==> src/rtl/core/cst_pkg.sv <==
// cst_pkg: shared types and constants for the contrast stretch core
// no dependencies; used by cst_div, contrast_stretch_core, stretch_checker and tb
package cst_pkg;

    localparam int PIX_W = 8;
    localparam int CNT_W = $clog2(PIX_W);

    localparam logic [PIX_W-1:0] FULL_SCALE = 8'd255;

    localparam logic OP_GATHER = 1'b0;
    localparam logic OP_MAP    = 1'b1;

    typedef enum logic [1:0] {
        ST_IDLE,
        ST_DIV,
        ST_MAP
    } state_t;

    typedef struct packed {
        logic busy;
        logic done;
    } div_status_t;

endpackage

==> src/rtl/core/cst_div.sv <==
// cst_div: restoring divider, FULL_SCALE / divisor, one quotient bit per cycle
// depends on cst_pkg
module cst_div (
    input  logic                      aclk,
    input  logic                      aresetn,
    input  logic                      start,
    input  logic [cst_pkg::PIX_W-1:0] divisor,
    output cst_pkg::div_status_t      status,
    output logic [cst_pkg::PIX_W-1:0] quotient
);

    logic                      busy_reg, busy_next;
    logic                      done_reg, done_next;
    logic [cst_pkg::CNT_W-1:0] cnt_reg, cnt_next;
    logic [cst_pkg::PIX_W-1:0] rem_reg, rem_next;
    logic [cst_pkg::PIX_W-1:0] quo_reg, quo_next;
    logic [cst_pkg::PIX_W-1:0] den_reg, den_next;
    logic [cst_pkg::PIX_W:0]   shifted;
    logic [cst_pkg::PIX_W:0]   diff;
    logic                      fits;

    always_comb begin
        shifted = {rem_reg, cst_pkg::FULL_SCALE[cnt_reg]};
        diff    = shifted - {1'b0, den_reg};
        fits    = (shifted >= {1'b0, den_reg});
    end

    always_comb begin
        busy_next = busy_reg;
        done_next = 1'b0;
        cnt_next  = cnt_reg;
        rem_next  = rem_reg;
        quo_next  = quo_reg;
        den_next  = den_reg;
        if (start) begin
            busy_next = 1'b1;
            cnt_next  = cst_pkg::CNT_W'(cst_pkg::PIX_W - 1);
            rem_next  = '0;
            den_next  = divisor;
        end else if (busy_reg) begin
            rem_next = fits ? diff[cst_pkg::PIX_W-1:0] : shifted[cst_pkg::PIX_W-1:0];
            quo_next = {quo_reg[cst_pkg::PIX_W-2:0], fits};
            cnt_next = cnt_reg - 1'b1;
            if (cnt_reg == '0) begin
                busy_next = 1'b0;
                done_next = 1'b1;
            end
        end
    end

    always_ff @(posedge aclk) begin
        if (!aresetn) begin
            busy_reg <= 1'b0;
            done_reg <= 1'b0;
        end else begin
            busy_reg <= busy_next;
            done_reg <= done_next;
        end
        cnt_reg <= cnt_next;
        rem_reg <= rem_next;
        quo_reg <= quo_next;
        den_reg <= den_next;
    end

    assign status.busy = busy_reg;
    assign status.done = done_reg;
    assign quotient    = quo_reg;

endmodule

==> src/rtl/core/contrast_stretch_core.sv <==
// contrast_stretch_core: running min/max gather and contrast stretch map of 8-bit pixels
// gather word: updates min/max and invalidates the factor cache, no result
// map word with cached factor or flat range: ST_MAP, result registered when output free
// otherwise ST_DIV runs the bit-serial factor divider first; s_ready high only in ST_IDLE
// aresetn synchronous, active low: min 255, max 0, factor cache invalid, no result pending
// depends on cst_pkg and cst_div
module contrast_stretch_core (
    input  logic                      aclk,
    input  logic                      aresetn,
    input  logic                      s_valid,
    output logic                      s_ready,
    input  logic                      s_op,
    input  logic [cst_pkg::PIX_W-1:0] s_pixel,
    input  logic                      s_frame_start,
    output logic                      m_valid,
    input  logic                      m_ready,
    output logic [cst_pkg::PIX_W-1:0] m_stretched
);

    cst_pkg::state_t           state_reg, state_next;
    logic [cst_pkg::PIX_W-1:0] min_reg, min_next;
    logic [cst_pkg::PIX_W-1:0] max_reg, max_next;
    logic [cst_pkg::PIX_W-1:0] factor_reg, factor_next;
    logic                      factor_ok_reg, factor_ok_next;
    logic [cst_pkg::PIX_W-1:0] pix_reg, pix_next;
    logic                      m_valid_reg, m_valid_next;
    logic [cst_pkg::PIX_W-1:0] m_stretched_reg, m_stretched_next;

    logic                      accept;
    logic                      flat;
    logic                      out_free;
    logic                      div_start;
    logic                      load_out;
    cst_pkg::div_status_t      div_status;
    logic [cst_pkg::PIX_W-1:0] div_quo;
    logic [cst_pkg::PIX_W-1:0] span;
    logic [cst_pkg::PIX_W-1:0] clamped;
    logic [cst_pkg::PIX_W-1:0] offset;
    logic [2*cst_pkg::PIX_W-1:0] product;
    logic [cst_pkg::PIX_W-1:0] gmin, gmax;

    assign accept   = s_valid && s_ready;
    assign flat     = (max_reg <= min_reg);
    assign out_free = !m_valid_reg || m_ready;
    assign span     = max_reg - min_reg;

    cst_div u_div (
        .aclk     (aclk),
        .aresetn  (aresetn),
        .start    (div_start),
        .divisor  (span),
        .status   (div_status),
        .quotient (div_quo)
    );

    // next state
    always_comb begin
        state_next = state_reg;
        case (state_reg)
            cst_pkg::ST_IDLE: begin
                if (accept && s_op == cst_pkg::OP_MAP) begin
                    state_next = (flat || factor_ok_reg) ? cst_pkg::ST_MAP : cst_pkg::ST_DIV;
                end
            end
            cst_pkg::ST_DIV: begin
                if (div_status.done) begin
                    state_next = cst_pkg::ST_MAP;
                end
            end
            cst_pkg::ST_MAP: begin
                if (out_free) begin
                    state_next = cst_pkg::ST_IDLE;
                end
            end
            default: state_next = cst_pkg::ST_IDLE;
        endcase
    end

    // outputs of the sequencer
    always_comb begin
        s_ready   = 1'b0;
        div_start = 1'b0;
        load_out  = 1'b0;
        case (state_reg)
            cst_pkg::ST_IDLE: begin
                s_ready   = 1'b1;
                div_start = accept && s_op == cst_pkg::OP_MAP && !flat && !factor_ok_reg;
            end
            cst_pkg::ST_DIV: begin
            end
            cst_pkg::ST_MAP: begin
                load_out = out_free;
            end
            default: begin
            end
        endcase
    end

    // clamp, offset and scale
    always_comb begin
        clamped = pix_reg;
        if (pix_reg < min_reg) begin
            clamped = min_reg;
        end
        if (pix_reg > max_reg) begin
            clamped = max_reg;
        end
        offset  = clamped - min_reg;
        product = offset * factor_reg;
    end

    always_comb begin
        gmin = s_frame_start ? cst_pkg::FULL_SCALE : min_reg;
        gmax = s_frame_start ? '0 : max_reg;
        if (s_pixel < gmin) begin
            gmin = s_pixel;
        end
        if (s_pixel > gmax) begin
            gmax = s_pixel;
        end
    end

    always_comb begin
        min_next         = min_reg;
        max_next         = max_reg;
        factor_next      = factor_reg;
        factor_ok_next   = factor_ok_reg;
        pix_next         = pix_reg;
        m_valid_next     = m_valid_reg;
        m_stretched_next = m_stretched_reg;
        if (m_valid_reg && m_ready) begin
            m_valid_next = 1'b0;
        end
        if (accept) begin
            pix_next = s_pixel;
            if (s_op == cst_pkg::OP_GATHER) begin
                min_next       = gmin;
                max_next       = gmax;
                factor_ok_next = 1'b0;
            end
        end
        if (div_status.done) begin
            factor_next    = div_quo;
            factor_ok_next = 1'b1;
        end
        if (load_out) begin
            m_valid_next     = 1'b1;
            m_stretched_next = flat ? '0 : product[cst_pkg::PIX_W-1:0];
        end
    end

    always_ff @(posedge aclk) begin
        if (!aresetn) begin
            state_reg     <= cst_pkg::ST_IDLE;
            min_reg       <= cst_pkg::FULL_SCALE;
            max_reg       <= '0;
            factor_ok_reg <= 1'b0;
            m_valid_reg   <= 1'b0;
        end else begin
            state_reg     <= state_next;
            min_reg       <= min_next;
            max_reg       <= max_next;
            factor_ok_reg <= factor_ok_next;
            m_valid_reg   <= m_valid_next;
        end
        factor_reg      <= factor_next;
        pix_reg         <= pix_next;
        m_stretched_reg <= m_stretched_next;
    end

    assign m_valid     = m_valid_reg;
    assign m_stretched = m_stretched_reg;

endmodule

==> config.mk <==
export PLATFORM = sky130hd
export DESIGN_NAME = contrast_stretch_core
export DESIGN_NICKNAME = d
export VERILOG_FILES = /design/src/rtl/core/cst_pkg.sv /design/src/rtl/core/cst_div.sv /design/src/rtl/core/contrast_stretch_core.sv
export SDC_FILE = /design/constraint.sdc
export NUM_CORES = 1
export LEC_CHECK = 0
export BUFFER_PORTS_ARGS = -buffer_cell sky130_fd_sc_hd__buf_2
export CAP_MARGIN = 20
export CELL_PAD_IN_SITES_DETAIL_PLACEMENT = 1
export CELL_PAD_IN_SITES_GLOBAL_PLACEMENT = 2
export CORE_UTILIZATION = 40
export CTS_BUF_LIST = sky130_fd_sc_hd__clkbuf_8
export CTS_CLUSTER_SIZE = 20
export DETAILED_ROUTE_END_ITERATION = 8
export PLACE_DENSITY_LB_ADDON = 0.1
export REMOVE_ABC_BUFFERS = 1
export SLEW_MARGIN = 20
export SYNTH_ARGS = -nofsm -noshare
export SYNTH_HDL_FRONTEND = slang
export SYNTH_SLANG_ARGS = --single-unit
==> constraint.sdc <==
create_clock -name aclk -period 15 [get_ports aclk]
set_input_delay 3 -clock aclk [delete_from_list [all_inputs] [get_ports aclk]]
set_output_delay 3 -clock aclk [all_outputs]
set_load 0.005 [all_outputs]
==> key figures <==
Cells and area
  • ANT cells: 0
  • Share of cells above drive strength 1: 0.0901
  • Most common cell after layout, fill and taps aside: ha_1
  • Layout area overhead: 10.2%
  • Final cell utilization of the core: 0.460
  • Most frequent cells in the layout: ha_1 (71), inv_1 (60), nand2_1 (45)
  • Number of fillers in the final layout: 1484
  • Fin nets: 683

Floorplanning
  • Core area: 0.0128 mm2
  • Ports: 24
  • Die area: 0.0139 mm2
  • Site row count: 41
  • Initial core utilization: 0.417
  • Die X: 118 um
  • Chip Height: 118 um

Clocking
  • Post-CTS setup buffer count: 0
  • Hold_buf cts: 0
  • Post-CTS sizing: 0
  • Clock Tree Buf Depth: 2
  • Clk_lat worst skew: 0.37 ns
  • Number of CTS-inserted buffers: 9
  • CTS tree: yes
  • Clock slew seen by the registers of the worst setup and hold paths: 0.08 ns
  • Max H-tree Level: 3
  • Clk root buf: clkbuf_8
  • Clock sink count: 73

Placed design
  • Post-DP HPWL: 10400 um
  • PortBufs: 23
  • Placer Congestion: 0.831

Timing
  • Max Fclk: 130 MHz
  • Period minus WS final: 7.72 ns
  • RSZ-0062 raised after global routing: no
  • Slew @ Worst Pin: 0.929 ns
  • TNS Setup: 0 ns
  • Final setup viols: 0
  • Rel. slew slack: 0.377
  • Clock Skew: 0.00966 ns
  • Max-slew violation count: 0
  • Fin. Hold Viols: 0
  • Tcrit/Tclk final: 0.514

Critical path
  • Critical Path Fanout Max: 15
  • Cell repeated most along the worst path: inv_1
  • Crit-path max cell delay: 0.74 ns
  • Startpoint Class: flip-flop
  • Critical path type: flip-flop to flip-flop
  • Req. time, crit path: 15.13 ns
  • CP top delay family: adder cells
  • CP max stage cell: o21ai_1
  • Worst EP arrival: 7.84 ns
  • CP endpoint kind: flip-flop
  • Worst path bufs/invs: 5

Logic synthesis
  • Avg Cell Area, Syn: 9.61 um2
  • Flops & latches, synth: 73
  • Synth Warn #: 0
  • Post-synthesis sequential area ratio: 0.348
  • Mapped Cells: 557
  • Top FF cell, synth: edfxtp_1
  • Synth unique cells: 48
  • Synth async-reset ratio: 0
  • Mapped cell area: 0.00535 mm2
  • Post-synth EDFFs: 40

Routing
  • Iteration-0 DRC Markers: 143
  • Via count: 3967
  • Antenna Nets Post-Route: 0
  • Via density: 5.22
  • Total wire length: 13000 um
  • DR WL/cell: 17.1 um
  • Detailed-route DRC error count: 0
  • 1st-pass router iterations: 4

Power and ir drop
  • P_leak: 2.70 nW
  • PD cells: 129 mW/mm2
  • VDD IR max: 0.0000945 V
  • Tot Pwr: 0.000760 W

Global routing
  • All-Layer GR Usage: 0.204
  • Largest net degree at the start of global routing: 24
  • Vias in the first global route: 4394
  • Initial antenna violation count: 0
  • First-pass GRT wire length: 22100 um
  • GR Overflow Total: 0

Flow run
  • Max Cap Viol: 0

Hold path
  • Hold Crit Class: flip-flop to flip-flop

Run status
  • Status: completed
worst reg2reg max path: cells and delay by family, from the launching register on:
family                     cells  cell delay [ns]
AOI/OAI and AO/OA              7             1.83
xor gates and xnor gates       5             1.11
adders and majority gates      8             3.05
buffers and inverters          5             0.29
DFF                            1             0.41
muxes                          1             0.31
and+or+nand+nor                2             0.49
layout make-up:
class / count / area (um2) / area share
Sequential cell: 73 / 1860 / 0.316
Clock inverter: 7 / 116 / 0.0197
Clock buffer: 9 / 124 / 0.0210
Timing Repair Buffer: 24 / 123 / 0.0208
Inverter: 61 / 229 / 0.0388
Tap cell: 172 / 215 / 0.0365
Multi-Input combinational cell: 414 / 3230 / 0.548
synth_stat cells, drive strengths merged (2+ instances only):
cell    count  area [um2]
fa         15         300
nand4       6        37.5
nand2b     16         100
a22oi       8        60.1
o21bai      2        15.0
a21boi      7        52.6
xnor2      17         149
mux2i      18         180
nor3        5        25.0
edfxtp     40        1200
nor2b      26         163
mux2        2        26.3
dfxtp      33         661
or2         8        50.1
inv        60         225
o21ai      22         110
nand3       2        10.0
nand2      45         169
nor2       41         154
ha         71         888
a211oi      5        42.5
clkbuf      9        33.8
o211ai      6        50.1
xor2        7        61.3
nor3b       3        22.5
a21oi      25         136
and3        4        25.0
o21a        9        67.6
a311oi      2        17.5
and2       18         113
a21o       14         105
through the flow:
stage                     setup slack, ns  std cells  hold slack (ns)  instance area [um2]
after global placement               7.45        744            0.423                 5660
after floorplan                      7.95        548            0.400                 5320
after global routing                 6.69        760            0.455                 5900
final                                7.28        760            0.436                 5900
after CTS                            7.23        760            0.443                 5900
after detailed placement             7.27        744            0.411                 5660
power breakdown:
part	switching [W]	internal, W	total, W
Combinational	0.000179	0.000165	0.000345
Clock	0.0000796	0.000110	0.000190
Sequential	0.00000753	0.000218	0.000226
cell families after synthesis:
| group | after synthesis | synth area share |
|---|---|---|
| and+or+nand+nor | 178 | 0.168 |
| AOI/OAI and AO/OA | 105 | 0.131 |
| adders and majority gates | 86 | 0.222 |
| DFF | 73 | 0.348 |
| buffers and inverters | 70 | 0.0491 |
| xor gates and xnor gates | 25 | 0.0435 |
| muxes | 20 | 0.0386 |
per-layer routing:
metal	wire length, um	share of wire	track usage
met5	0	0	0
met4	155	0.012	0.0601
met2	6580	0.51	0.364
met3	242	0.019	0.0334
met1	6030	0.46	0.251
final timing paths:
kind | from | to | slack (ns) | depth (start not counted)
hold reg to reg | u_div.quotient[7] | factor_reg[7] | 0.44 | 0
setup / recovery | max_reg[7] | m_stretched[7] | 7.28 | 28
hold / removal | u_div.quotient[7] | factor_reg[7] | 0.44 | 0
setup reg to reg | max_reg[7] | m_stretched[7] | 7.28 | 28
No activity file was read; power rests on OpenSTA's default activity.
